<file path="src/hw/rtl/hbe_pkg.sv">
// ----------------------------------------------------------------------------
// hbe_pkg
// Shared types, constants and the coefficient table of the basis evaluator.
// ----------------------------------------------------------------------------
package hbe_pkg;

	localparam int DEG_W      = 2;
	localparam int IDX_W      = 3;
	localparam int COEF_W     = 13;
	localparam int GUARD_BITS = 8;
	localparam int ACC_INT_W  = 14;
	localparam int VAL_W      = 20;

	localparam int VAL_MIN = -(2 ** (VAL_W - 1));
	localparam int VAL_MAX = (2 ** (VAL_W - 1)) - 1;

	// value = floor((A + 768) / 1536), 1536 = 3 * 2^9
	localparam int ROUND_OFS = 3 * (2 ** GUARD_BITS);
	localparam int ROUND_SH  = GUARD_BITS + 1;

	localparam int SAT_LO = 3 * VAL_MIN;
	localparam int SAT_HI = 3 * VAL_MAX + 2;
	localparam int QU_W   = 22;
	localparam int QU_MAX = SAT_HI - SAT_LO;
	localparam int DIV_SH  = 24;
	localparam int DIV_MUL = ((2 ** DIV_SH) + 2) / 3;
	localparam int DMUL_W  = 23;

	typedef struct packed {
		logic [DEG_W-1:0] deg;
		logic [IDX_W-1:0] idx;
		logic             last;
	} hbe_tag_t;

	localparam logic signed [COEF_W-1:0] COEF_TAB [3][7][7] = '{
		'{
			'{13'sd6, -13'sd24, 13'sd18, 13'sd0, 13'sd0, 13'sd0, 13'sd0},
			'{13'sd0, 13'sd36, -13'sd36, 13'sd0, 13'sd0, 13'sd0, 13'sd0},
			'{13'sd0, -13'sd12, 13'sd18, 13'sd0, 13'sd0, 13'sd0, 13'sd0},
			'{13'sd0, 13'sd0, 13'sd0, 13'sd0, 13'sd0, 13'sd0, 13'sd0},
			'{13'sd0, 13'sd0, 13'sd0, 13'sd0, 13'sd0, 13'sd0, 13'sd0},
			'{13'sd0, 13'sd0, 13'sd0, 13'sd0, 13'sd0, 13'sd0, 13'sd0},
			'{13'sd0, 13'sd0, 13'sd0, 13'sd0, 13'sd0, 13'sd0, 13'sd0}
		},
		'{
			'{13'sd6, 13'sd0, -13'sd108, 13'sd192, -13'sd90, 13'sd0, 13'sd0},
			'{13'sd0, 13'sd6, -13'sd27, 13'sd36, -13'sd15, 13'sd0, 13'sd0},
			'{13'sd0, 13'sd0, 13'sd180, -13'sd360, 13'sd180, 13'sd0, 13'sd0},
			'{13'sd0, 13'sd0, -13'sd72, 13'sd168, -13'sd90, 13'sd0, 13'sd0},
			'{13'sd0, 13'sd0, 13'sd9, -13'sd24, 13'sd15, 13'sd0, 13'sd0},
			'{13'sd0, 13'sd0, 13'sd0, 13'sd0, 13'sd0, 13'sd0, 13'sd0},
			'{13'sd0, 13'sd0, 13'sd0, 13'sd0, 13'sd0, 13'sd0, 13'sd0}
		},
		'{
			'{13'sd6, 13'sd0, 13'sd0, -13'sd480, 13'sd1350, -13'sd1296, 13'sd420},
			'{13'sd0, 13'sd6, 13'sd0, -13'sd120, 13'sd300, -13'sd270, 13'sd84},
			'{13'sd0, 13'sd0, 13'sd3, -13'sd16, 13'sd30, -13'sd24, 13'sd7},
			'{13'sd0, 13'sd0, 13'sd0, 13'sd840, -13'sd2520, 13'sd2520, -13'sd840},
			'{13'sd0, 13'sd0, 13'sd0, -13'sd360, 13'sd1170, -13'sd1224, 13'sd420},
			'{13'sd0, 13'sd0, 13'sd0, 13'sd60, -13'sd210, 13'sd234, -13'sd84},
			'{13'sd0, 13'sd0, 13'sd0, -13'sd4, 13'sd15, -13'sd18, 13'sd7}
		}
	};

	function automatic logic signed [COEF_W-1:0] coef_f(
		input logic [DEG_W-1:0] deg,
		input logic [IDX_W-1:0] idx,
		input logic [IDX_W-1:0] k
	);
		logic signed [COEF_W-1:0] c;
		c = '0;
		if (deg != '0 && idx != '1 && k != '1) begin
			c = COEF_TAB[deg - 2'd1][idx][k];
		end
		return c;
	endfunction

endpackage

</file>
<file path="src/hw/rtl/hbe_horner.sv">
// ----------------------------------------------------------------------------
// hbe_horner
// One Horner step: A = floor(A * P / 2^FRAC_BITS) + c_k * 2^G, registered.
// ----------------------------------------------------------------------------
module hbe_horner #(
	parameter int FRAC_BITS = 16,
	parameter int K         = 0
) (
	input  logic                                                   clk,
	input  logic                                                   arst_n,
	input  logic                                                   adv,
	input  logic                                                   vld_i,
	input  hbe_pkg::hbe_tag_t                                      tag_i,
	input  logic [FRAC_BITS:0]                                     pos_i,
	input  logic signed [FRAC_BITS+hbe_pkg::GUARD_BITS+hbe_pkg::ACC_INT_W-1:0] acc_i,
	output logic                                                   vld_s1,
	output hbe_pkg::hbe_tag_t                                      tag_s1,
	output logic [FRAC_BITS:0]                                     pos_s1,
	output logic signed [FRAC_BITS+hbe_pkg::GUARD_BITS+hbe_pkg::ACC_INT_W-1:0] acc_s1
);
	import hbe_pkg::*;

	localparam int G      = FRAC_BITS + GUARD_BITS;
	localparam int ACC_W  = G + ACC_INT_W;
	localparam int PROD_W = ACC_W + FRAC_BITS + 2;

	logic signed [PROD_W-1:0] prod;
	logic signed [PROD_W-1:0] prod_sh;
	logic signed [ACC_W-1:0]  cterm;
	logic signed [ACC_W-1:0]  acc_nxt;

	assign prod    = PROD_W'(acc_i) * PROD_W'($signed({1'b0, pos_i}));
	assign prod_sh = prod >>> FRAC_BITS;
	assign cterm   = ACC_W'(coef_f(tag_i.deg, tag_i.idx, IDX_W'(K))) <<< G;
	assign acc_nxt = prod_sh[ACC_W-1:0] + cterm;

	always_ff @(posedge clk or negedge arst_n) begin
		if (!arst_n) begin
			vld_s1 <= 1'b0;
		end else if (adv) begin
			vld_s1 <= vld_i;
		end
	end

	always_ff @(posedge clk) begin
		if (adv && vld_i) begin
			tag_s1 <= tag_i;
			pos_s1 <= pos_i;
			acc_s1 <= acc_nxt;
		end
	end

endmodule

</file>
<file path="config.mk">
export PLATFORM = sky130hd
export DESIGN_NAME = hbe_horner
export DESIGN_NICKNAME = d
export VERILOG_FILES = /design/src/hw/rtl/hbe_pkg.sv /design/src/hw/rtl/hbe_horner.sv
export SDC_FILE = /design/constraint.sdc
export NUM_CORES = 2
export LEC_CHECK = 0
export ABC_AREA = 1
export BUFFER_PORTS_ARGS = -buffer_cell sky130_fd_sc_hd__buf_2
export CAP_MARGIN = 20
export CORE_UTILIZATION = 40
export DETAILED_ROUTE_END_ITERATION = 7
export MAX_ROUTING_LAYER = met4
export PLACE_DENSITY = 0.56
export SETUP_SLACK_MARGIN = 0.02
export SLEW_MARGIN = 10
export SYNTH_ARGS = -nofsm -noshare
export SYNTH_HDL_FRONTEND = slang
export SYNTH_SLANG_ARGS = --single-unit
</file>
<file path="constraint.sdc">
create_clock -name clk -period 0.8 [get_ports clk]
set_input_delay 0.04 -clock clk [delete_from_list [all_inputs] [get_ports clk]]
set_output_delay 0.04 -clock clk [all_outputs]
set_load 0.01 [all_outputs]
</file>
==> summary.md <==
| Metric | Value |
|---|---|
| Slowest stage delay, CP | 0.52 ns |
| Hold crit path type | input port to register |
| Clock sinks | 62 |
| Die area | 65500 µm² |
| Mapped Area | about 26000 µm² |
| Vias in the first global route | 23000 |
| I/O pins | between 100 and 150 |
| Final WS setup | -5.08 ns |
| Fill count | 5967 |
| Worst slew pin tran | 0.407 ns |
| Final Max Slew Viols | 0 |
| Initial DRC count | around 1100 |
| Pre-CTS setup slack | -5.87 ns |
| Synth-to-Final Area Change | 30.3% |
| TritonCTS clock tree | done |
| Number of buffers added on ports | 126 |
| Max Buffers Root-to-Sink | 2 |
| Inst Count DP | 4613 |
| Root Buffer | clkbuf_16 |
| Non-filler cells, final | 4702 |
| GP Congestion | 0.917 |
| # DRC | 0 |
| Max-cap viol count | 0 |
| Vias | 21200 |
| Fmax | 170 MHz |
| Final Skew | 0 ns |
| Largest net degree at the start of global routing | 32 |
| Core Region | 63400 µm² |
| Worst-skew pair later-pin latency | roughly 0.35 ns |
| Global route overflow | 0 |
| DRT Pass-1 Iters | 5 |
| Failing checks | setup timing |
| Hold slack | between 0.07 and 0.08 ns |
| R2r endpoint | vld_s1$_DFFE_PN0P_ |
| Synth top area cells | fa_1, inv_1, nand2_1 |
| Die height | 256 µm |
| Post-synth top area share | 0.464 |
| Final WL | 76600 µm |
| Post-route ant nets | 0 |
| Syn Area/Cell | 7.66 µm² |
| Area occupied by registers | 1860 µm² |
| Syn_nets | 4151 |
| Antenna violations before repair | 0 |
| Num CTS Buffers | 9 |
| Peak fanout along the critical path | 7 |
| Reg clk slew, reported paths | 0.06 ns |
| Synth cell types | 33 |
| Mapped Cells | ~3400 |
| Detailed-route wire length per cell | 16.3 µm |
| CP dominant cell by count | fa_1 |
| Die W | 256 µm |
| H-tree depth | 3 |
| Final setup viols | 100 |
| Critical path launch point | pos_i[10] |
| Critical path required time | ~0.91 ns |
| Share of cells above drive strength 1 | 0.259 |
| R2r worst-path depth | 3 |
| Worst r2r src | vld_s1$_DFFE_PN0P_ |
| Synth Flop Type | edfxtp_1 |
| Synth Warn # | 0 |
| Status | complete, but fails checks |
| # rows | 92 |
| Hpwl dp | 60800 µm |
| Sequential area share after synthesis | 0.0720 |
| Multi-input logic area | 20700 µm² |
| Critical setup path kind | input port to register |
| Worst Setup Start Kind | input port |
| Initial Utilization | 0.407 |
| Reg-to-reg setup timing slack | 0.09 ns |
| RSZ-0062 raised after global routing | yes |
| Crit path to | acc_s1[33]$_DFFE_PP_ |
| Slew headroom | 0.728 |
| Largest area contributor in the netlist | fa_1 |
| Setup tns final | -175.72 ns |
| Crit. End Element | register |
| Final period utilization | 7.35 |
| Fin crit period | 5.88 ns |
| Hold Violations, Final | 0 |
| Fraction of registers with async set/reset | 0.0161 |
| Via density | between 4 and 5 |
| Number of synthesized flops with an enable pin | just over 60 |
| Worst path slowest cell | fa_1 |
| First-pass GRT wire length | 122000 µm |
| #FFs+latches synth | between 60 and 70 |
| Nets | 4637 |
| CP arrival | between 5 and 6 ns |
| GRT Total Usage | 0.249 |
[kinds of logic (layout without fill, tap and decap cells)]
| kind of cell | Yosys count | in the layout | share of synthesized area |
|---|---|---|---|
| compound gates | 52 | 52 | 0.0109 |
| xor+xnor | 45 | 45 | 0.0153 |
| fa+ha+maj | 722 | 722 | 0.524 |
| buf+inv | 1271 | 1762 | 0.185 |
| flops | 62 | 62 | 0.0720 |
| other cells | 0 | 1 | 0 |
| simple gates | 1212 | 1212 | 0.192 |
[cells in the final DEF (no fill, tap or decap), types with 3 or more instances in the layout]
master,synthesis,layout
nor3_2,5,3
nand2_4,9,35
a21oi_2,0,14
nor3_4,0,4
nor2_4,7,34
inv_2,16,71
ha_4,0,34
xnor2_2,0,4
buf_16,0,12
buf_2,1,96
nor2_1,50,32
buf_8,0,6
clkbuf_4,0,4
dlygate4sd3_1,0,11
clkbuf_16,0,13
fa_1,598,577
nand4_1,15,15
edfxtp_1,61,61
buf_4,0,401
xnor2_1,18,13
a21oi_4,0,10
xor2_2,0,8
buf_6,0,46
nor2_2,31,22
nand3_1,38,32
a21oi_1,40,16
inv_1,1110,1053
nand2_2,21,89
nand2_1,1023,928
buf_12,0,38
fa_2,0,21
xor2_4,0,5
nand3_2,3,9
ha_1,124,89
xor2_1,27,14
[registers in the layout (all words and copies together), names as in the netlist]
signal,count
pos_s1,17
vld_s1,1
acc_s1,38
tag_s1,6
[synth_stat cells, types with 7 or more instances]
library cell,instances
xnor2_1,18
inv_1,1110
buf_1,19
nand2_2,21
nand2_4,9
nor2_4,7
edfxtp_1,61
xor2_1,27
fa_1,598
nor2_1,50
nand2_1,1023
nand4_1,15
nand3_1,38
nor2_2,31
a21oi_1,40
clkbuf_1,124
inv_2,16
ha_1,124
[repair_timing]
action | CTS | global route
pin swaps | 90 | 115
hold buffers | 10 | 2
setup endpoints to repair | 100 | 161
gates resized for setup | 225 | 183
endpoints found under the hold margin | 9 | 1
setup buffers | 32 | 23
gates cloned | 12 | 5
[metal layers]
layer	up-vias	GRT usage	wire length (µm)
met5	-	-	0
met4	0	0.0650	2310
met3	117	0.0431	4400
met2	515	0.436	39100
met1	10400	0.295	30900
li1	10200	-	-
[area by class of cell]
| class | instances | share of cell area |
|---|---|---|
| multi-input combinational | 2031 | 0.616 |
| timing repair buffer | 619 | 0.163 |
| inverter | 1127 | 0.126 |
| sequential | 62 | 0.0553 |
| tap | 846 | 0.0315 |
| clock buffer | 9 | 0.00670 |
| clock inverter | 7 | 0.00216 |
| antenna | 1 | 0.0000745 |
[worst min-delay path by stage]
stage | end | depth (start not counted) | slack (ns) | from
finish | pos_s1[13]$_DFFE_PP_ | 2 | 0.08 | pos_i[13]
global route | pos_s1[13]$_DFFE_PP_ | 2 | 0.06 | pos_i[13]
CTS | vld_s1$_DFFE_PN0P_ | 3 | -0.03 | vld_i
detailed placement | vld_s1$_DFFE_PN0P_ | 1 | -0.18 | arst_n
global placement | vld_s1$_DFFE_PN0P_ | 1 | -0.18 | arst_n
floorplan | vld_s1$_DFFE_PN0P_ | 0 | -0.26 | arst_n
[worst max-delay path, delay by kind of cell]
kind	cells	cell delay, ns
buffers and inverters	8	0.77
adders and majority gates	9	3.54
and+or+nand+nor	14	1.24
xor gates and xnor gates	1	0.16
AOI/OAI and AO/OA	2	0.22
[metrics by stage]
| stage | utilization | instance area, µm² |
|---|---|---|
| 6_report | 0.530 | 33600 |
| 5_1_grt | 0.530 | 33600 |
| 4_1_cts | 0.516 | 32700 |
| 3_5_place_dp | 0.488 | 30900 |
| 3_3_place_gp | 0.488 | 30900 |
| 2_1_floorplan | - | 26900 |
Power is not shown: default switching activity piles up to over one toggle a cycle in this logic, so the estimate is an artifact.
