<file path="src/hw/rtl/hbe_pkg.sv">
// ----------------------------------------------------------------------------
// hbe_pkg
// Shared types, constants and the coefficient table of the basis evaluator.
// ----------------------------------------------------------------------------
package hbe_pkg;

	localparam int DEG_W      = 2;
	localparam int IDX_W      = 3;
	localparam int COEF_W     = 13;
	localparam int GUARD_BITS = 8;
	localparam int ACC_INT_W  = 14;
	localparam int VAL_W      = 20;

	localparam int VAL_MIN = -(2 ** (VAL_W - 1));
	localparam int VAL_MAX = (2 ** (VAL_W - 1)) - 1;

	// value = floor((A + 768) / 1536), 1536 = 3 * 2^9
	localparam int ROUND_OFS = 3 * (2 ** GUARD_BITS);
	localparam int ROUND_SH  = GUARD_BITS + 1;

	localparam int SAT_LO = 3 * VAL_MIN;
	localparam int SAT_HI = 3 * VAL_MAX + 2;
	localparam int QU_W   = 22;
	localparam int QU_MAX = SAT_HI - SAT_LO;
	localparam int DIV_SH  = 24;
	localparam int DIV_MUL = ((2 ** DIV_SH) + 2) / 3;
	localparam int DMUL_W  = 23;

	typedef struct packed {
		logic [DEG_W-1:0] deg;
		logic [IDX_W-1:0] idx;
		logic             last;
	} hbe_tag_t;

	localparam logic signed [COEF_W-1:0] COEF_TAB [3][7][7] = '{
		'{
			'{13'sd6, -13'sd24, 13'sd18, 13'sd0, 13'sd0, 13'sd0, 13'sd0},
			'{13'sd0, 13'sd36, -13'sd36, 13'sd0, 13'sd0, 13'sd0, 13'sd0},
			'{13'sd0, -13'sd12, 13'sd18, 13'sd0, 13'sd0, 13'sd0, 13'sd0},
			'{13'sd0, 13'sd0, 13'sd0, 13'sd0, 13'sd0, 13'sd0, 13'sd0},
			'{13'sd0, 13'sd0, 13'sd0, 13'sd0, 13'sd0, 13'sd0, 13'sd0},
			'{13'sd0, 13'sd0, 13'sd0, 13'sd0, 13'sd0, 13'sd0, 13'sd0},
			'{13'sd0, 13'sd0, 13'sd0, 13'sd0, 13'sd0, 13'sd0, 13'sd0}
		},
		'{
			'{13'sd6, 13'sd0, -13'sd108, 13'sd192, -13'sd90, 13'sd0, 13'sd0},
			'{13'sd0, 13'sd6, -13'sd27, 13'sd36, -13'sd15, 13'sd0, 13'sd0},
			'{13'sd0, 13'sd0, 13'sd180, -13'sd360, 13'sd180, 13'sd0, 13'sd0},
			'{13'sd0, 13'sd0, -13'sd72, 13'sd168, -13'sd90, 13'sd0, 13'sd0},
			'{13'sd0, 13'sd0, 13'sd9, -13'sd24, 13'sd15, 13'sd0, 13'sd0},
			'{13'sd0, 13'sd0, 13'sd0, 13'sd0, 13'sd0, 13'sd0, 13'sd0},
			'{13'sd0, 13'sd0, 13'sd0, 13'sd0, 13'sd0, 13'sd0, 13'sd0}
		},
		'{
			'{13'sd6, 13'sd0, 13'sd0, -13'sd480, 13'sd1350, -13'sd1296, 13'sd420},
			'{13'sd0, 13'sd6, 13'sd0, -13'sd120, 13'sd300, -13'sd270, 13'sd84},
			'{13'sd0, 13'sd0, 13'sd3, -13'sd16, 13'sd30, -13'sd24, 13'sd7},
			'{13'sd0, 13'sd0, 13'sd0, 13'sd840, -13'sd2520, 13'sd2520, -13'sd840},
			'{13'sd0, 13'sd0, 13'sd0, -13'sd360, 13'sd1170, -13'sd1224, 13'sd420},
			'{13'sd0, 13'sd0, 13'sd0, 13'sd60, -13'sd210, 13'sd234, -13'sd84},
			'{13'sd0, 13'sd0, 13'sd0, -13'sd4, 13'sd15, -13'sd18, 13'sd7}
		}
	};

	function automatic logic signed [COEF_W-1:0] coef_f(
		input logic [DEG_W-1:0] deg,
		input logic [IDX_W-1:0] idx,
		input logic [IDX_W-1:0] k
	);
		logic signed [COEF_W-1:0] c;
		c = '0;
		if (deg != '0 && idx != '1 && k != '1) begin
			c = COEF_TAB[deg - 2'd1][idx][k];
		end
		return c;
	endfunction

endpackage

</file>
<file path="src/hw/rtl/hbe_round.sv">
// ----------------------------------------------------------------------------
// hbe_round
// Rounds the accumulator to Q4.16 by 1/1536, saturates, and holds the result.
// ----------------------------------------------------------------------------
module hbe_round #(
	parameter int FRAC_BITS = 16
) (
	input  logic                                                   clk,
	input  logic                                                   arst_n,
	input  logic                                                   adv,
	input  logic                                                   vld_i,
	input  hbe_pkg::hbe_tag_t                                      tag_i,
	input  logic signed [FRAC_BITS+hbe_pkg::GUARD_BITS+hbe_pkg::ACC_INT_W-1:0] acc_i,
	output logic                                                   vld_s4,
	output logic [hbe_pkg::IDX_W-1:0]                              idx_s4,
	output logic signed [hbe_pkg::VAL_W-1:0]                       value_s4,
	output logic                                                   last_s4
);
	import hbe_pkg::*;

	localparam int ACC_W = FRAC_BITS + GUARD_BITS + ACC_INT_W;
	localparam int SUM_W = ACC_W - ROUND_SH;
	localparam int MAXW  = (SUM_W > QU_W + 1) ? SUM_W : QU_W + 1;
	localparam int PR_W  = QU_W + DMUL_W;
	localparam logic signed [MAXW-1:0] LO_W = MAXW'(SAT_LO);
	localparam logic signed [MAXW-1:0] HI_W = MAXW'(SAT_HI);

	logic [3:1]              vld_q;
	hbe_tag_t                tag_s1, tag_s2, tag_s3;
	logic signed [ACC_W-1:0] sum;
	logic signed [SUM_W-1:0] b_s1;
	logic signed [MAXW-1:0]  b_w;
	logic signed [MAXW-1:0]  diff;
	logic [QU_W-1:0]         u_nxt;
	logic [QU_W-1:0]         u_s2;
	logic [PR_W-1:0]         prod_s3;
	logic [VAL_W-1:0]        q;

	assign sum  = acc_i + ACC_W'(ROUND_OFS);
	assign b_w  = MAXW'(b_s1);
	assign diff = b_w - LO_W;
	assign q    = prod_s3[DIV_SH +: VAL_W];

	always_comb begin
		if (b_w < LO_W) begin
			u_nxt = '0;
		end else if (b_w > HI_W) begin
			u_nxt = QU_W'(QU_MAX);
		end else begin
			u_nxt = diff[QU_W-1:0];
		end
	end

	always_ff @(posedge clk or negedge arst_n) begin
		if (!arst_n) begin
			vld_q  <= '0;
			vld_s4 <= 1'b0;
		end else if (adv) begin
			vld_q  <= {vld_q[2:1], vld_i};
			vld_s4 <= vld_q[3];
		end
	end

	always_ff @(posedge clk) begin
		if (adv) begin
			b_s1     <= sum[ACC_W-1:ROUND_SH];
			tag_s1   <= tag_i;
			u_s2     <= u_nxt;
			tag_s2   <= tag_s1;
			prod_s3  <= PR_W'(u_s2) * PR_W'(DIV_MUL);
			tag_s3   <= tag_s2;
			// rebias from offset binary
			value_s4 <= {~q[VAL_W-1], q[VAL_W-2:0]};
			idx_s4   <= tag_s3.idx;
			last_s4  <= tag_s3.last;
		end
	end

endmodule
</file>
<file path="config.mk">
export PLATFORM = sky130hd
export DESIGN_NAME = hbe_round
export DESIGN_NICKNAME = d
export VERILOG_FILES = /design/src/hw/rtl/hbe_pkg.sv /design/src/hw/rtl/hbe_round.sv
export SDC_FILE = /design/constraint.sdc
export NUM_CORES = 1
export LEC_CHECK = 0
export ABC_CLOCK_PERIOD_IN_PS = 5500
export BUFFER_PORTS_ARGS = -buffer_cell sky130_fd_sc_hd__buf_2
export CORE_UTILIZATION = 55
export CTS_CLUSTER_SIZE = 25
export DETAILED_ROUTE_END_ITERATION = 7
export PLACE_DENSITY_LB_ADDON = 0.08
export SLEW_MARGIN = 20
export SYNTH_ARGS = -nofsm -noshare
export SYNTH_HDL_FRONTEND = slang
export SYNTH_SLANG_ARGS = --single-unit
export TNS_END_PERCENT = 50
</file>
<file path="constraint.sdc">
create_clock -name clk -period 5.5 [get_ports clk]
set_clock_uncertainty 0.1 [all_clocks]
set_input_delay 1.1 -clock clk [delete_from_list [all_inputs] [get_ports clk]]
set_output_delay 1.1 -clock clk [all_outputs]
set_load 0.1 [all_outputs]
</file>
==> results of run 1 <==
[worst max-delay path by stage]
stage / start / endpoint / slack, ns
final: u_s2[18] / prod_s3[40] / -0.54
after global routing: u_s2[12] / prod_s3[38] / -0.71
after CTS: u_s2[18] / prod_s3[40] / -0.54
after detailed placement: u_s2[18] / prod_s3[40] / -0.62
after global placement: u_s2[6] / prod_s3[43] / -0.60
after floorplan: u_s2[17] / prod_s3[40] / -0.30
[registers in the layout, summed over array words and instances, names as in the netlist]
signal,count
b_s1,29
idx_s4,3
last_s4,1
prod_s3,20
tag_s1,4
tag_s2,4
tag_s3,4
u_s2,22
value_s4,20
vld_q,3
vld_s4,1
[logic make-up (layout without fill, tap and decap cells)]
group                      after synthesis  count (layout)  synth area share (%)
adders and majority gates              385             385                  47.5
AOI/OAI and AO/OA                      129             129                  6.22
buffers and inverters                  320             580                  9.73
DFF                                    111             111                  25.7
and+or+nand+nor                        178             178                  6.67
muxes                                    4               4                 0.349
xor gates and xnor gates                57              57                  3.87
[timing repair]
action | in CTS | in global routing
pin swaps | 31 | 35
resized for setup | 43 | 36
setup endpoints to repair | 20 | 20
setup buffers | 6 | 10
[per-layer routing]
layer | track usage [%] | vias to the layer above
li1 | - | 4345
met1 | 35.1 | 4236
met2 | 44.2 | 182
met3 | 4.23 | 42
met4 | 6.60 | 0
met5 | 0 | -
[through the flow]
step	TNS, ns	setup slack (ns)	utilization (%)	std cells
after global placement	-8.15	-0.602	66.8	1725
after CTS	-7.28	-0.544	69.0	1747
after detailed placement	-9.36	-0.625	66.8	1725
after global routing	-11.25	-0.709	69.9	1757
after floorplan	-1.88	-0.296	-	1184
final	-7.63	-0.536	69.9	1757
[worst max-delay path, delay by kind of cell (launching register included)]
| family | cells | cell delay (ns) |
|---|---|---|
| fa+ha+maj | 8 | 3.52 |
| simple gates | 6 | 1.05 |
| flops | 1 | 0.51 |
| compound gates | 1 | 0.30 |
| buf+inv | 4 | 0.18 |
| xor+xnor | 1 | 0.13 |
[cell usage in the layout, fill, tap and decap left out, types with 3 or more instances in the layout]
| cell type | synthesis | routed |
|---|---|---|
| o31ai_2 | 0 | 3 |
| fa_2 | 0 | 11 |
| o21ai_1 | 1 | 6 |
| a21o_1 | 17 | 17 |
| o21ai_0 | 28 | 18 |
| nor2_2 | 1 | 3 |
| inv_2 | 0 | 22 |
| ha_4 | 0 | 28 |
| a31oi_1 | 5 | 4 |
| mux2_2 | 4 | 4 |
| buf_6 | 5 | 6 |
| o21bai_1 | 7 | 6 |
| buf_4 | 1 | 192 |
| clkbuf_16 | 0 | 9 |
| a21oi_1 | 48 | 38 |
| nand3_1 | 17 | 14 |
| o21ai_2 | 0 | 4 |
| xnor2_1 | 37 | 37 |
| fa_1 | 173 | 162 |
| edfxtp_1 | 107 | 107 |
| a21oi_4 | 0 | 3 |
| a21oi_2 | 1 | 8 |
| inv_1 | 305 | 282 |
| nand2_1 | 43 | 38 |
| buf_2 | 0 | 61 |
| nand4_1 | 23 | 23 |
| ha_1 | 212 | 182 |
| nand2_2 | 0 | 3 |
| nor2_1 | 66 | 63 |
| and4_1 | 3 | 3 |
| and3_1 | 5 | 4 |
| dfrtp_1 | 4 | 4 |
| xor2_1 | 20 | 19 |
[layout make-up]
type / count / area [um2] / area share [%]
Clock buffer: 10 / 229 / 1.44
Clock inverter: 6 / 63.8 / 0.401
Inverter: 305 / 1150 / 7.21
Multi-Input combinational cell: 753 / 8960 / 56.3
Sequential cell: 111 / 3310 / 20.8
Tap cell: 313 / 392 / 2.46
Timing Repair Buffer: 259 / 1810 / 11.4
==> impl_metrics.csv, run 1 <==
group,metric,value,unit
outcome,status,"complete, but fails checks",
outcome,violations,"negative setup slack",
drt,wl_per_cell,16.4,um
clock_tree,path_clk_slew,0.09,ns
critical_path,r2r-end,"prod_s3[40]",
timing,maxSlewViolCount,0,
drt,wl_met3,1260,um
drt,met2_length,13900,um
critical_path,crit_required,5.52,ns
critical_path,rrSetupSlack,-0.54,ns
yosys,seq_area_frac_synth,25.7,%
die,start_util,56.6,%
place,dpl_cell_area,15200,um2
yosys,ys_async_sr_fraction,3.60,%
global_routing,grt_pass1_wl,47200,um
critical_path,cp_common_cell,"fa_1",
critical_path,crit_slowest_cell,"fa_1",
timing,layout_setup_ws,-0.536,ns
timing,rsz0062_at_grt,"yes",
die,placementRows,55,
yosys,synthTopCellsByCount,"305 x inv_1, 212 x ha_1, 173 x fa_1",
die,die_w,155,um
layout,finalInstanceArea,15900,um2
run,max_cap_viol_count,0,
yosys,synth.most_common_cell,"inv_1",
drt,drt-met1-wl,13000,um
place,place.gp.congestion,0.909,
place,dp_hpwl,24800,um
drt,drtIter0Drc,370,
die,dieArea,24000,um2
min_path,hold_path_depth,0,
yosys,synth_top_cell_area_share,26.9,%
global_routing,antenna_found_initial,1,
yosys,yosysTopAreaCell,"fa_1",
global_routing,overflow,0,
timing,setup_viol,20,
drt,drt-total-wl,28800,um
critical_path,crit_path_end_kind,"flip-flop",
critical_path,reg2reg_depth,20,
drt,remaining_drc_errors,0,
timing,worst_pin_slew,0.764,ns
global_routing,first_global_vias,9458,
place,portBuffers,62,
yosys,synth-seq-cells,111,
min_path,worstHoldEndpoint,"tag_s2[2]",
die,die_y,155,um
layout,drive_above_1_share,27.1,%
clock_tree,cts_inserted_buffers,9,
clock_tree,cts.sinks,111,
drt,route.vias.total,8805,
min_path,min_from,"tag_s1[2]",
timing,max_freq,166,MHz
timing,min_period,6.04,ns
layout,diodes,0,
timing,hold_viol,0,
yosys,synth_nets,1617,
timing,holdWs,0.316,ns
yosys,synth_area_leaders,"fa_1 27%, edfxtp_1 25%, ha_1 21%",
clock_tree,clk-insertion-delay-late,0.37,ns
timing,fin_crit_sh,110,%
timing,relSlewSlack,49.1,%
drt,routed.top_layer,"met4",
yosys,synth_edf_count,107,
clock_tree,tritoncts,"yes",
clock_tree,root_buffer,"clkbuf_16",
critical_path,path_cells,"ha_4 > inv_2 > fa_1 > fa_1 > inv_1 > fa_1 > fa_1 > fa_1 > inv_1 > fa_1 > inv_2 > ha_4 > and3_4 > and4_1 > nand2b_1 > nor3_4 > nand2_1 > and4b_4 > o311a_1 > xnor2_1",
global_routing,grt_max_degree,65,
yosys,ys_types,55,
die,core-area,22800,um2
yosys,synth_cells,1184,
layout,syn2layout_area_growth,23.5,%
layout,fin_nets,1872,
critical_path,slowest_delay,0.54,ns
yosys,avgSynthCellArea,10.9,um2
drt,drtAntennaViolNets,0,
yosys,yosysWarnings,0,
clock_tree,cts_buffer_depth,2,
yosys,syn_area,12900,um2
yosys,synth_ff_type,"edfxtp_1",
critical_path,arrival,6.05,ns
clock_tree,holdBufCountCts,0,
critical_path,crit_type,"reg -> reg",
layout,fillers,1704,
critical_path,cp_max_fo,3,
critical_path,r2r_start,"u_s2[18]",
drt,viasPerCell,5.01,
drt,first_pass_iters,5,
global_routing,grt.total_usage,26.1,%
die,io_pins,73,
clock_tree,cts_max_level,3,
min_path,min_path_type,"reg -> reg",
critical_path,critPathLaunchType,"flip-flop",
Power of run 1 is not shown: default switching activity piles up to over one toggle a cycle in this logic, so the estimate is an artifact.
==> run 2, diff against run 1 <==
- ABC_AREA: default -> 1
==> run 2 against run 1 <==
The flow still finishes with violations (negative setup slack). Non-clock buffer count shrank 26. Highest routed layer unchanged. Clock-buffer cell count is the same. Synthesized area grew 5.1%. Critical endpoint is now prod_s3[36]. Final cell count grew 14%.
==> impl_metrics.csv, run 2 <==
group,metric,value,unit
clock_tree,root_buffer,"clkbuf_16",
min_path,min_from,"prod_s3[30]",
yosys,synth-seq-cells,111,
die,start_util,55.9,%
drt,drtAntennaViolNets,0,
yosys,yosysWarnings,0,
clock_tree,cts.sinks,111,
run,max_cap_viol_count,0,
critical_path,cp_max_fo,3,
yosys,ys_types,32,
critical_path,crit_type,"reg -> reg",
min_path,hold_path_depth,0,
clock_tree,cts_max_level,3,
layout,layout_common_cells,"334 x inv_1, 175 x ha_1, 165 x buf_4",
layout,top_regs,"b_s1 x29, u_s2 x22",
clock_tree,clk-insertion-delay-late,0.37,ns
global_routing,grt_max_degree,67,
place,dp_hpwl,28500,um
drt,drt-total-wl,33700,um
min_path,worstHoldEndpoint,"value_s4[6]",
yosys,synth_area_leaders,"fa_1 26%, edfxtp_1 24%, ha_1 20%",
yosys,synth_edf_count,107,
yosys,synth.most_common_cell,"inv_1",
die,dieArea,25300,um2
min_path,min_path_type,"reg -> reg",
drt,route.vias.total,10300,
drt,wl_per_cell,16.9,um
yosys,seq_area_frac_synth,24.5,%
die,die_w,159,um
critical_path,rrSetupSlack,-0.14,ns
outcome,violations,"negative setup slack",
drt,remaining_drc_errors,0,
layout,drive_above_1_share,27.4,%
yosys,synth_top_cell_area_share,25.6,%
timing,rsz0062_at_grt,"yes",
critical_path,crit_path_end_kind,"flip-flop",
die,placementRows,57,
critical_path,critPathLaunchType,"flip-flop",
place,portBuffers,62,
yosys,avgSynthCellArea,9.49,um2
timing,hold_viol,0,
outcome,status,"complete, but fails checks",
yosys,ys_async_sr_fraction,3.60,%
global_routing,grt_pass1_wl,55200,um
timing,layout_setup_ws,-0.143,ns
yosys,synth_ff_type,"edfxtp_1",
yosys,synth_cells,1427,
place,place.gp.congestion,0.946,
layout,fin_nets,2100,
critical_path,r2r_start,"u_s2[18]",
die,core-area,24200,um2
critical_path,r2r-end,"prod_s3[36]",
die,die_y,159,um
timing,maxSlewViolCount,0,
yosys,yosysTopAreaCell,"fa_1",
die,io_pins,73,
layout,syn2layout_area_growth,24.9,%
clock_tree,path_clk_slew,0.08,ns
yosys,synthTopCellsByCount,"365 x inv_1, 212 x ha_1, 191 x nand2_1",
global_routing,first_global_vias,11100,
drt,drtIter0Drc,543,
critical_path,crit_required,5.53,ns
layout,utilization,69.7,%
yosys,synth_nets,1860,
clock_tree,cts_inserted_buffers,9,
timing,worst_pin_slew,0.763,ns
critical_path,arrival,5.67,ns
global_routing,antenna_found_initial,0,
layout,final_common_cell,"inv_1",
clock_tree,tritoncts,"yes",
global_routing,overflow,0,
drt,first_pass_iters,5,
yosys,syn_area,13500,um2
drt,viasPerCell,5.15,
layout,largest_register_ff_count,29,
timing,setup_viol,20,
timing,min_period,5.64,ns
clock_tree,cts_buffer_depth,2,
timing,max_freq,177,MHz
critical_path,reg2reg_depth,21,
timing,relSlewSlack,49.1,%
timing,fin_crit_sh,103,%
layout,diodes,0,
global_routing,grt.total_usage,28.5,%
layout,regMostFlops,"b_s1",
-- run 2: routing by layer --
| metal | global-route usage [%] | wire length (um) | vias to the layer above |
|---|---|---|---|
| met3 | 3.81 | 1720 | 70 |
| met2 | 49.3 | 16400 | 299 |
| met4 | 10.9 | 1290 | 0 |
| met1 | 36.3 | 14200 | 4939 |
| li1 | - | - | 4977 |
| met5 | 0 | 0 | - |
-- run 2: worst max-delay path by stage --
stage / start / endpoint / slack, ns / depth (start not counted)
after floorplan: u_s2[12] / prod_s3[33] / 0.04 / 21
after global placement: u_s2[14] / prod_s3[25] / -0.44 / 19
after global routing: u_s2[14] / prod_s3[33] / -0.33 / 21
after CTS: u_s2[15] / prod_s3[43] / -0.05 / 21
final: u_s2[18] / prod_s3[36] / -0.14 / 21
after detailed placement: u_s2[15] / prod_s3[25] / -0.49 / 22
-- run 2: cells by family after synthesis --
kind of cell / count (synthesis) / synth area share [%]
buf+inv: 370 / 10.3
simple gates: 397 / 12.6
compound gates: 124 / 4.91
xor+xnor: 40 / 2.59
fa+ha+maj: 385 / 45.2
flops: 111 / 24.5
-- run 2: worst max-delay path, cell delays in order, from the launching register on --
cell	delay, ns
edfxtp_1	0.46
buf_6	0.16
ha_4	0.23
inv_2	0.07
fa_2	0.46
fa_1	0.52
inv_2	0.05
fa_1	0.50
fa_2	0.44
fa_1	0.53
inv_1	0.07
fa_1	0.55
inv_2	0.05
ha_4	0.30
nand2_1	0.14
nor2_2	0.18
buf_4	0.13
inv_1	0.04
nor3_1	0.16
nand2_1	0.11
nand3_1	0.08
nand2_1	0.06
-- run 2: through the flow --
| stage | setup WS, ns | hold slack (ns) | std cells | TNS, ns | cell area, um2 |
|---|---|---|---|---|---|
| 4_1_cts | -0.0500 | 0.321 | 1991 | -0.464 | 16600 |
| 3_5_place_dp | -0.486 | 0.306 | 1963 | -7.24 | 15400 |
| 5_1_grt | -0.334 | 0.330 | 1996 | -5.36 | 16900 |
| 6_report | -0.143 | 0.324 | 1996 | -1.79 | 16900 |
| 3_3_place_gp | -0.438 | 0.301 | 1963 | -6.36 | 15400 |
| 2_1_floorplan | 0.0445 | 0.300 | 1427 | 0 | 13500 |
-- run 2: what timing repair did --
item,in CTS,in global routing
endpoints found under the setup margin,20,20
gates resized for setup,204,59
hold buffers,0,0
pin swaps,114,40
hold endpoints to repair,0,0
buffers inserted,13,5
-- run 2: layout make-up --
class	count	area (um2)
fill	1894	7340
sequential	111	3310
multi-input combinational	946	9870
tap	324	405
timing repair buffer	233	1620
clock buffer	10	229
clock inverter	6	91.3
inverter	366	1380
Power of run 2 is left out for the same reason.
