--- src/hw/rtl/hbe_pkg.sv ---
// ----------------------------------------------------------------------------
// hbe_pkg
// Shared types, constants and the coefficient table of the basis evaluator.
// ----------------------------------------------------------------------------
package hbe_pkg;

	localparam int DEG_W      = 2;
	localparam int IDX_W      = 3;
	localparam int COEF_W     = 13;
	localparam int GUARD_BITS = 8;
	localparam int ACC_INT_W  = 14;
	localparam int VAL_W      = 20;

	localparam int VAL_MIN = -(2 ** (VAL_W - 1));
	localparam int VAL_MAX = (2 ** (VAL_W - 1)) - 1;

	// value = floor((A + 768) / 1536), 1536 = 3 * 2^9
	localparam int ROUND_OFS = 3 * (2 ** GUARD_BITS);
	localparam int ROUND_SH  = GUARD_BITS + 1;

	localparam int SAT_LO = 3 * VAL_MIN;
	localparam int SAT_HI = 3 * VAL_MAX + 2;
	localparam int QU_W   = 22;
	localparam int QU_MAX = SAT_HI - SAT_LO;
	localparam int DIV_SH  = 24;
	localparam int DIV_MUL = ((2 ** DIV_SH) + 2) / 3;
	localparam int DMUL_W  = 23;

	typedef struct packed {
		logic [DEG_W-1:0] deg;
		logic [IDX_W-1:0] idx;
		logic             last;
	} hbe_tag_t;

	localparam logic signed [COEF_W-1:0] COEF_TAB [3][7][7] = '{
		'{
			'{13'sd6, -13'sd24, 13'sd18, 13'sd0, 13'sd0, 13'sd0, 13'sd0},
			'{13'sd0, 13'sd36, -13'sd36, 13'sd0, 13'sd0, 13'sd0, 13'sd0},
			'{13'sd0, -13'sd12, 13'sd18, 13'sd0, 13'sd0, 13'sd0, 13'sd0},
			'{13'sd0, 13'sd0, 13'sd0, 13'sd0, 13'sd0, 13'sd0, 13'sd0},
			'{13'sd0, 13'sd0, 13'sd0, 13'sd0, 13'sd0, 13'sd0, 13'sd0},
			'{13'sd0, 13'sd0, 13'sd0, 13'sd0, 13'sd0, 13'sd0, 13'sd0},
			'{13'sd0, 13'sd0, 13'sd0, 13'sd0, 13'sd0, 13'sd0, 13'sd0}
		},
		'{
			'{13'sd6, 13'sd0, -13'sd108, 13'sd192, -13'sd90, 13'sd0, 13'sd0},
			'{13'sd0, 13'sd6, -13'sd27, 13'sd36, -13'sd15, 13'sd0, 13'sd0},
			'{13'sd0, 13'sd0, 13'sd180, -13'sd360, 13'sd180, 13'sd0, 13'sd0},
			'{13'sd0, 13'sd0, -13'sd72, 13'sd168, -13'sd90, 13'sd0, 13'sd0},
			'{13'sd0, 13'sd0, 13'sd9, -13'sd24, 13'sd15, 13'sd0, 13'sd0},
			'{13'sd0, 13'sd0, 13'sd0, 13'sd0, 13'sd0, 13'sd0, 13'sd0},
			'{13'sd0, 13'sd0, 13'sd0, 13'sd0, 13'sd0, 13'sd0, 13'sd0}
		},
		'{
			'{13'sd6, 13'sd0, 13'sd0, -13'sd480, 13'sd1350, -13'sd1296, 13'sd420},
			'{13'sd0, 13'sd6, 13'sd0, -13'sd120, 13'sd300, -13'sd270, 13'sd84},
			'{13'sd0, 13'sd0, 13'sd3, -13'sd16, 13'sd30, -13'sd24, 13'sd7},
			'{13'sd0, 13'sd0, 13'sd0, 13'sd840, -13'sd2520, 13'sd2520, -13'sd840},
			'{13'sd0, 13'sd0, 13'sd0, -13'sd360, 13'sd1170, -13'sd1224, 13'sd420},
			'{13'sd0, 13'sd0, 13'sd0, 13'sd60, -13'sd210, 13'sd234, -13'sd84},
			'{13'sd0, 13'sd0, 13'sd0, -13'sd4, 13'sd15, -13'sd18, 13'sd7}
		}
	};

	function automatic logic signed [COEF_W-1:0] coef_f(
		input logic [DEG_W-1:0] deg,
		input logic [IDX_W-1:0] idx,
		input logic [IDX_W-1:0] k
	);
		logic signed [COEF_W-1:0] c;
		c = '0;
		if (deg != '0 && idx != '1 && k != '1) begin
			c = COEF_TAB[deg - 2'd1][idx][k];
		end
		return c;
	endfunction

endpackage

--- src/hw/rtl/hbe_seq.sv ---
// ----------------------------------------------------------------------------
// hbe_seq
// Takes input beats and issues one basis job per cycle into the pipeline while adv is high.
// ----------------------------------------------------------------------------
module hbe_seq #(
	parameter int FRAC_BITS = 16
) (
	input  logic                                                   clk,
	input  logic                                                   arst_n,
	input  logic                                                   adv,
	input  logic                                                   item_valid,
	output logic                                                   item_stall,
	input  logic [hbe_pkg::DEG_W-1:0]                              degree,
	input  logic [FRAC_BITS:0]                                     position,
	output logic                                                   vld_s1,
	output hbe_pkg::hbe_tag_t                                      tag_s1,
	output logic [FRAC_BITS:0]                                     pos_s1,
	output logic signed [FRAC_BITS+hbe_pkg::GUARD_BITS+hbe_pkg::ACC_INT_W-1:0] acc_s1
);
	import hbe_pkg::*;

	localparam int G     = FRAC_BITS + GUARD_BITS;
	localparam int ACC_W = G + ACC_INT_W;
	localparam logic [FRAC_BITS:0] ONE = {1'b1, {FRAC_BITS{1'b0}}};

	logic             busy_q;
	logic [DEG_W-1:0] deg_q;
	logic [IDX_W-1:0] idx_q;
	logic [FRAC_BITS:0] pos_q;
	logic             issue;
	logic             last_iss;
	logic             accept;
	logic signed [ACC_W-1:0] acc0;

	assign last_iss   = (idx_q == {deg_q, 1'b0});
	assign issue      = busy_q && adv;
	assign item_stall = busy_q && !(adv && last_iss);
	assign accept     = item_valid && !item_stall;
	assign acc0       = ACC_W'(coef_f(deg_q, idx_q, IDX_W'(6))) <<< G;

	always_ff @(posedge clk or negedge arst_n) begin
		if (!arst_n) begin
			busy_q <= 1'b0;
			idx_q  <= '0;
		end else if (accept) begin
			busy_q <= (degree != '0);
			idx_q  <= '0;
		end else if (issue) begin
			if (last_iss) begin
				busy_q <= 1'b0;
			end
			idx_q <= idx_q + 1'b1;
		end
	end

	always_ff @(posedge clk) begin
		if (accept) begin
			deg_q <= degree;
			pos_q <= (position > ONE) ? ONE : position;
		end
	end

	always_ff @(posedge clk or negedge arst_n) begin
		if (!arst_n) begin
			vld_s1 <= 1'b0;
		end else if (adv) begin
			vld_s1 <= issue;
		end
	end

	always_ff @(posedge clk) begin
		if (issue) begin
			tag_s1 <= '{deg: deg_q, idx: idx_q, last: last_iss};
			pos_s1 <= pos_q;
			acc_s1 <= acc0;
		end
	end

endmodule

--- config.mk ---
export PLATFORM = sky130hd
export DESIGN_NAME = hbe_seq
export DESIGN_NICKNAME = d
export VERILOG_FILES = /design/src/hw/rtl/hbe_pkg.sv /design/src/hw/rtl/hbe_seq.sv
export SDC_FILE = /design/constraint.sdc
export NUM_CORES = 1
export LEC_CHECK = 0
export BUFFER_PORTS_ARGS = -buffer_cell sky130_fd_sc_hd__buf_2
export CAP_MARGIN = 0
export CORE_MARGIN = 5
export CORE_UTILIZATION = 50
export DETAILED_ROUTE_END_ITERATION = 7
export PLACE_DENSITY = 0.81
export SLEW_MARGIN = 40
export SYNTH_ARGS = -nofsm -noshare
export SYNTH_HDL_FRONTEND = slang
export SYNTH_SLANG_ARGS = --single-unit
--- constraint.sdc ---
create_clock -name clk -period 4.2 [get_ports clk]
set_input_delay 0.63 -clock clk [delete_from_list [all_inputs] [get_ports clk]]
set_output_delay 0.63 -clock clk [all_outputs]
set_load 0.01 [all_outputs]
==> summary by stage, run 1 <==
Logic synthesis
The post-synthesis average cell area is 15.68 um2. The summed instance area of the synthesized netlist is 2258 um2. After synthesis the netlist holds a flip-flop and latch count of 55.

In the synthesized netlist the async set-or-reset flop fraction comes to 9.091%. Among all flip-flop cells after synthesis, the most frequent one is sky130_fd_sc_hd__edfxtp_1. For this run, the register share of the synthesized area comes to 72.02%. Counting flops with a built-in enable in the synthesized netlist gives 50. Synthesis produced 144 cells. The Yosys step of the flow raised 0 warnings. Yosys mapped the design onto 29 distinct sky130hd cell types.

Critical path
Along the worst path, the maximum fanout reaches 8. The kind of end point of the critical path is an output port. The endpoint of the lowest-slack register-to-register path is deg_q[0]. The worst setup slack for register-to-register paths is 2160 ps. The worst setup path is launched from a register. The data arrival at the endpoint of the critical path is 1710 ps. The critical path starts at idx_q[2]. The critical path is of the register to output port type. The data required time at the worst endpoint is 3570 ps.

The destination of the critical timing path is item_stall. The critical path goes through xor2_1, o41ai_1, inv_1, buf_2. The number of cells on the worst reg-to-reg path is 3.

The largest single stage delay on the critical path is 500 ps. The largest individual stage delay along the critical path comes from the cell sky130_fd_sc_hd__dfrtp_1. In this run the critical register-to-register path is launched from idx_q[2].

Clock tree
In this run, post-CTS hold repair placed 0 buffers. Post-CTS repair changed the size of 0 cells. The buffers inserted during post-CTS setup optimization is 0. TritonCTS built the clock tree. At the later pin of the worst-skew pair, clock insertion delay measures 300 ps.

The number of H-tree levels is 2. The clock drives 55 sinks. The worst-case clock buffer depth is 2. The number of buffers added by the clock tree synthesis step is 5. Clock-pin slew was measured on the worst setup and hold paths at 90 ps.

The master cell of the clock root buffer is sky130_fd_sc_hd__clkbuf_8.

Floorplan
The horizontal die dimension is 77.21 um. The initial utilization of the core area, before any placement, comes to 51.87%. During I/O placement, the number of pins put on the boundary was 86.

The region available for standard cell placement spans 4354 um2. After floorplanning, the core was divided into 24 placement rows. The die area is 5961 um2. The height of the die is 77.21 um.

Placed design
Including well taps, the total number of placed cells is 247. The congestion estimate from routability-driven global placement came to 0.8146. Prior to clock tree synthesis, the placed netlist has a worst setup slack of 1763 ps. Buffers placed on the I/O ports in this run total 61. Once detailed placement completed, the half-perimeter wirelength came to 2708 um.

Routing
The count of TritonRoute iterations in the first routing pass is 4. The remaining routing DRC violations is 0. The number of vias per cell is 4.608. The first routing iteration left 65 violations. Once detail routing completed, the nets flagged for antenna violations numbered 0.

The number of vias after detailed routing is 1,175. The total wire length is 3518 um. In the final routed layout, each cell accounts on average for 13.80 um.

Power
For this design the static power due to leakage is 1.066 nW. The power per cell area is 540.5 nW/um2. The worst-case IR drop observed on VDD is 0.2494 mV.

Timing
For the pin with the worst max-slew slack, the measured transition is 790.3 ps. The tightest hold path in the finished design has a slack of 128.7 ps. Counting I/O delays and the setup requirement, the final critical path takes 2335 ps. The total negative slack for setup checks is 0 ps. The final setup violation count is 0. Headroom to the max-slew limit came out at 47.31%.

Static timing analysis puts the maximum clock frequency at 428.3 MHz. Setup repair after global routing left no endpoint under its margin. Once routing completed, OpenROAD measured the worst setup slack at 1865 ps. The setup clock skew after layout is 5.034 ps. The number of pins with negative max-slew slack in the final report is 0. The final hold violation count is 0. The post-route fraction of the period consumed by the critical path is 55.60%.

Cells and area
Fill cells in the final layout number 327. The count of placed standard cells in the final layout, fillers left out is 255. The final-stage net count is 227. The share of layout cells above drive strength 1 is 35.96%.

The count of inserted antenna diode cells is 0. The area growth from synthesis to layout is 13.57%.

Min path
The type of the most critical hold path is input pin to async pin.

Global route
The total overflow left after global routing is 0. The initial antenna violation count was 0. The first-pass GRT wire length is 5720 um. The via count of the first global-routing pass was 1,196. Entering global routing, the biggest net connects 20 pins. Global routing used 12.09% of the available tracks across all layers.

Run
Max-cap violations in this run came to 0.

Status
The run finished with clean final reports.
Yosys cell counts, types with 3 or more instances:
library cell	n	share of area, %
sky130_fd_sc_hd__buf_4	30	10
sky130_fd_sc_hd__clkbuf_1	3	0.50
sky130_fd_sc_hd__dfrtp_1	5	5.5
sky130_fd_sc_hd__edfxtp_1	50	66
sky130_fd_sc_hd__inv_1	3	0.50
sky130_fd_sc_hd__nor2b_1	17	4.7
sky130_fd_sc_hd__nor3_1	3	0.66
sky130_fd_sc_hd__nor4_1	4	1.1
how the worst min path moves through the flow:
stage,endpoint,slack [ps],cells past startpoint,start
after floorplan,busy_q,330,0,arst_n
after global placement,pos_s1[4],400,0,pos_q[4]
after detailed placement,pos_s1[9],400,0,pos_q[9]
after CTS,busy_q,120,1,arst_n
after global routing,idx_q[0],120,1,arst_n
final,idx_q[0],130,1,arst_n
placed cells by master, fill, tap and decap left out, types with 2 or more instances in the layout:
cell type / Yosys / layout
sky130_fd_sc_hd__a21oi_1: 2 / 2
sky130_fd_sc_hd__nor4_1: 4 / 4
sky130_fd_sc_hd__ha_1: 2 / 2
sky130_fd_sc_hd__conb_1: 1 / 24
sky130_fd_sc_hd__inv_1: 3 / 3
sky130_fd_sc_hd__nor2b_1: 17 / 17
sky130_fd_sc_hd__buf_2: 0 / 61
sky130_fd_sc_hd__nor3b_1: 2 / 2
sky130_fd_sc_hd__a32o_2: 2 / 2
sky130_fd_sc_hd__dfrtp_1: 5 / 5
sky130_fd_sc_hd__xor2_1: 2 / 2
sky130_fd_sc_hd__mux2i_1: 2 / 2
sky130_fd_sc_hd__nor2_1: 2 / 2
sky130_fd_sc_hd__nor3_1: 3 / 3
sky130_fd_sc_hd__clkbuf_8: 0 / 5
sky130_fd_sc_hd__edfxtp_1: 50 / 50
logic make-up after synthesis:
| group | Yosys count | synth area share (%) |
|---|---|---|
| multiplexers | 2 | 0.8865 |
| AND/OR/NAND/NOR | 35 | 9.695 |
| adder cells (fa/ha/maj) | 2 | 1.108 |
| XOR/XNOR | 4 | 1.884 |
| flip-flops | 55 | 72.02 |
| other | 1 | 0.1660 |
| buffers and inverters | 37 | 11.47 |
| AO/OA/AOI/OAI | 8 | 2.770 |
worst max-delay path, delay by kind of cell (launching register included):
| kind | cells | cell delay [ps] |
|---|---|---|
| xor+xnor | 1 | 210 |
| compound gates | 1 | 450 |
| buf+inv | 2 | 240 |
| flops | 1 | 500 |
through the flow:
step	util [%]	total power, W	cell area [um2]
2_1_floorplan	-	0.001037	2345
3_3_place_gp	56.84	0.001110	2475
3_5_place_dp	56.84	0.001127	2475
4_1_cts	58.88	0.001403	2564
5_1_grt	58.91	0.001471	2565
6_report	58.91	0.001386	2565
metal layers:
layer  wire length (um)  GRT usage [%]
met5                  0              0
met2               1927          22.64
met1               1239          12.51
met4                 38          4.124
met3                312          3.747
report_power, final:
part | switching (W) | internal [W]
sequential | 0.0000675 | 0.000740
combinational | 0.000175 | 0.000125
clock | 0.000163 | 0.000116
total | 0.000405 | 0.000981
state kept, by name, summed over array words and instances (netlist names):
name    flops
tag_s1      6
pos_s1     17
deg_q       2
busy_q      1
pos_q      17
idx_q       3
acc_s1      8
vld_s1      1
layout make-up:
cell class / count / area [um2] / area share [%]
Multi-Input combinational cell: 75 / 460.4 / 17.95
Clock inverter: 3 / 20.02 / 0.7805
Timing Repair Buffer: 62 / 312.8 / 12.20
Inverter: 3 / 11.26 / 0.4390
Sequential cell: 55 / 1627 / 63.41
Tap cell: 52 / 65.06 / 2.537
Clock buffer: 5 / 68.82 / 2.683
(Power assumes the default switching activity.)
==> run 2, diff against run 1 <==
CORE_UTILIZATION = 44   (was 50)
PLACE_DENSITY = 0.76   (was 0.81)
clock period = 2.1 ns   (was 4.2 ns; I/O delays follow)
==> summary by stage, run 2 (synthesis results as in run 1) <==
Status
The run finished with clean final reports.

Power
The static leakage is 1.104 nW (+3.5%). The power per cell area came to 1098 nW/um2 (+100%). The maximum ir drop on the vdd rail is 0.3511 mV (+41%).

Cells and area
The count of placed standard cells in the final layout, fillers left out came to 277 (+8.6%). In the layout the commonest cells are sky130_fd_sc_hd__buf_2 (61), sky130_fd_sc_hd__edfxtp_1 (50), sky130_fd_sc_hd__conb_1 (24). The largest registers in the layout are pos_q x17, pos_s1 x17, acc_s1 x8. The most frequent standard cell in the layout excluding fill and tap cells is sky130_fd_sc_hd__buf_2. The area of all placed cells without fillers is 2656 um2 (+3.6%). The synthesis-to-finish area growth is 17.62%.

The utilization after layout came to 52.68% (-6.2 points). The share of layout cells above drive strength 1 is 36.23% (+0.27 points). The final-stage net count is 231 (+1.8%). The count of inserted antenna diode cells is 0 (unchanged).

Global route
The first-pass GRT wire length is 5050 um (-12%). The overall fraction of global-route tracks in use is 10.32% (-1.8 points). The overall overflow remaining after global route is 0 (unchanged). The via count of the first global-routing pass is 1,107 (-7.4%). The pin count of the biggest net entering global routing is 22 (+10%). The initial antenna violation count is 0 (unchanged).

Routing
The number of DRC violations after detailed-routing iteration 0 is 37 (-43%). The count of TritonRoute iterations in the first routing pass is 4 (unchanged). The remaining routing DRC violations was 0 (unchanged). The wire length on met3 is 359 um (+15%). The top layer used by detailed routing is met4. The total length of routed met2 wires is 1601 um (-17%). The number of vias after detailed routing is 1,197 (+1.9%). The number of vias per cell is 4.321 (-6.2%). The met1 wire length is 1375 um (+11%). The total wire length came to 3400 um (-3.4%). The count of nets left with antenna violations after detail routing was 0 (unchanged). The routed length per placed instance came to 12.27 um (-11%).

Placed design
The post-placement cell count was 268 (+8.5%). The number of I/O port buffers was 61 (unchanged). The worst setup timing slack at the placement stage is 261.7 ps (-1501 ps). The post-detailed-placement half-perimeter wirelength came to 2608 um (-3.7%). The post-placement cell area was 2532 um2 (+2.3%). The placer's final routability congestion estimate is 0.7613 (-6.5%).

Clock tree
The clock latency on the worst-skew pair was 300 ps (about the same). The buffers inserted during post-CTS setup optimization is 0 (unchanged). The worst-case clock buffer depth came to 2 (unchanged). The number of sinks on the clock net is 55 (unchanged). The post-CTS clock slew at the launch and capture registers of the worst setup and hold paths was 80 ps (about the same).

The number of buffers added by the clock tree synthesis step is 5 (unchanged). The number of H-tree levels is 2 (unchanged). TritonCTS built the clock tree. The master cell of the clock root buffer is sky130_fd_sc_hd__clkbuf_8.

Timing
The total negative slack for setup checks is 0 ps (unchanged). The transition time at the pin with the least slew margin is 797.2 ps (+6.841 ps). Setup repair after global routing left no endpoint under its margin. The final hold violation count was 0 (unchanged). The final setup violation count was 0 (unchanged). The worst-case headroom to the max-slew limit is 46.15% (-1.2 points). The highest clock rate is 533.5 MHz. Dividing the final minimum period by the clock period gives 89.25%. The setup clock skew after layout is 6.604 ps (+1.571 ps).

The post-layout worst setup margin is 225.7 ps (-1639 ps). The number of pins with negative max-slew slack in the final report is 0 (unchanged). For the finished layout, the period the worst path requires is 1874 ps.

Floorplan
The effective utilization at floorplan was 44.79% (-7.1 points). The height of the die came to 81.65 um (+5.8%). The horizontal die dimension is 81.65 um (+5.8%). The total number of placement rows is 26 (+8.3%). The die area is 6666 um2 (+12%). The area of the core is 5042 um2 (+16%).

The number of top-level pins is 86 (unchanged).

Critical path
The data arrival at the endpoint of the critical path is 1560 ps (-150 ps). The kind of end point of the critical path is an output port. The critical path class is register to output port. The kind of start point of the critical path is a register. The data required time at the worst endpoint is 1780 ps (-1790 ps). The critical-path maximum fanout is 8 (unchanged).

Min path
The min-delay analysis places its worst path in the category input pin to register.

Run
The max-capacitance violation count was 0 (unchanged).
==> run 2: changes by cell type in the layout (fill, tap and decap cells not counted) <==
cell                            before  now
sky130_fd_sc_hd__buf_4               1    3
sky130_fd_sc_hd__clkbuf_1            0    2
sky130_fd_sc_hd__and2_1              1    2
sky130_fd_sc_hd__and2_2              1    0
sky130_fd_sc_hd__buf_12              0    1
sky130_fd_sc_hd__bufinv_16           0    1
sky130_fd_sc_hd__clkinv_1            1    0
sky130_fd_sc_hd__clkinv_4            1    0
sky130_fd_sc_hd__clkinvlp_4          1    0
sky130_fd_sc_hd__dlygate4sd3_1       0    1
sky130_fd_sc_hd__o41ai_1             1    0
sky130_fd_sc_hd__o41ai_2             0    1
==> run 2: worst paths after layout <==
kind | from | to | slack [ps] | cells past startpoint
min | degree[0] | deg_q[0] | 220 | 1
max in group asynchronous | arst_n | idx_q[2] | 1580 | 2
max reg2reg | idx_q[2] | pos_q[8] | 390 | 4
min in group asynchronous | arst_n | busy_q | 380 | 2
max | idx_q[2] | item_stall | 230 | 4
min reg2reg | pos_q[14] | pos_s1[14] | 420 | 0
==> run 2: critical path, cell delays in order, from the launching register on <==
cell                      delay (ps)
sky130_fd_sc_hd__dfrtp_1         470
sky130_fd_sc_hd__xor2_1          200
sky130_fd_sc_hd__o41ai_2         370
sky130_fd_sc_hd__inv_1            80
sky130_fd_sc_hd__buf_2           150
==> run 2: through the flow <==
step | power (W) | hold WS (ps)
floorplan | 0.002075 | 19.41
global placement | 0.002255 | 136.6
detailed placement | 0.002281 | 139.8
CTS | 0.002930 | 214.9
global route | 0.003069 | 209.8
finish | 0.002915 | 218.7
==> run 2: where the power goes <==
group | internal [W] | switching [W] | total (W)
combinational | 0.000287 | 0.000382 | 0.000668
clock | 0.000357 | 0.000301 | 0.000658
sequential | 0.00148 | 0.000111 | 0.00159
total | 0.00212 | 0.000794 | 0.00292
==> run 2: final cells by class <==
type,instances,area [um2]
multi-input cells,75,466.7
repair buffers,66,357.8
fillers,419,2386
clock inverters,1,30.03
inverters,3,11.26
clock buffers,7,76.32
flip-flops and latches,55,1627
well taps,70,87.58
==> run 2: repair_timing <==
item	CTS	global route
resized for setup	0	1
endpoints found under the hold margin	5	0
hold buffers	1	0
setup endpoints to repair	0	1
==> run 2: routing by layer <==
layer,up-vias,GRT usage (%)
met1,545,12.93
met5,-,0
met2,60,16.61
met3,6,3.399
met4,0,3.987
li1,586,-
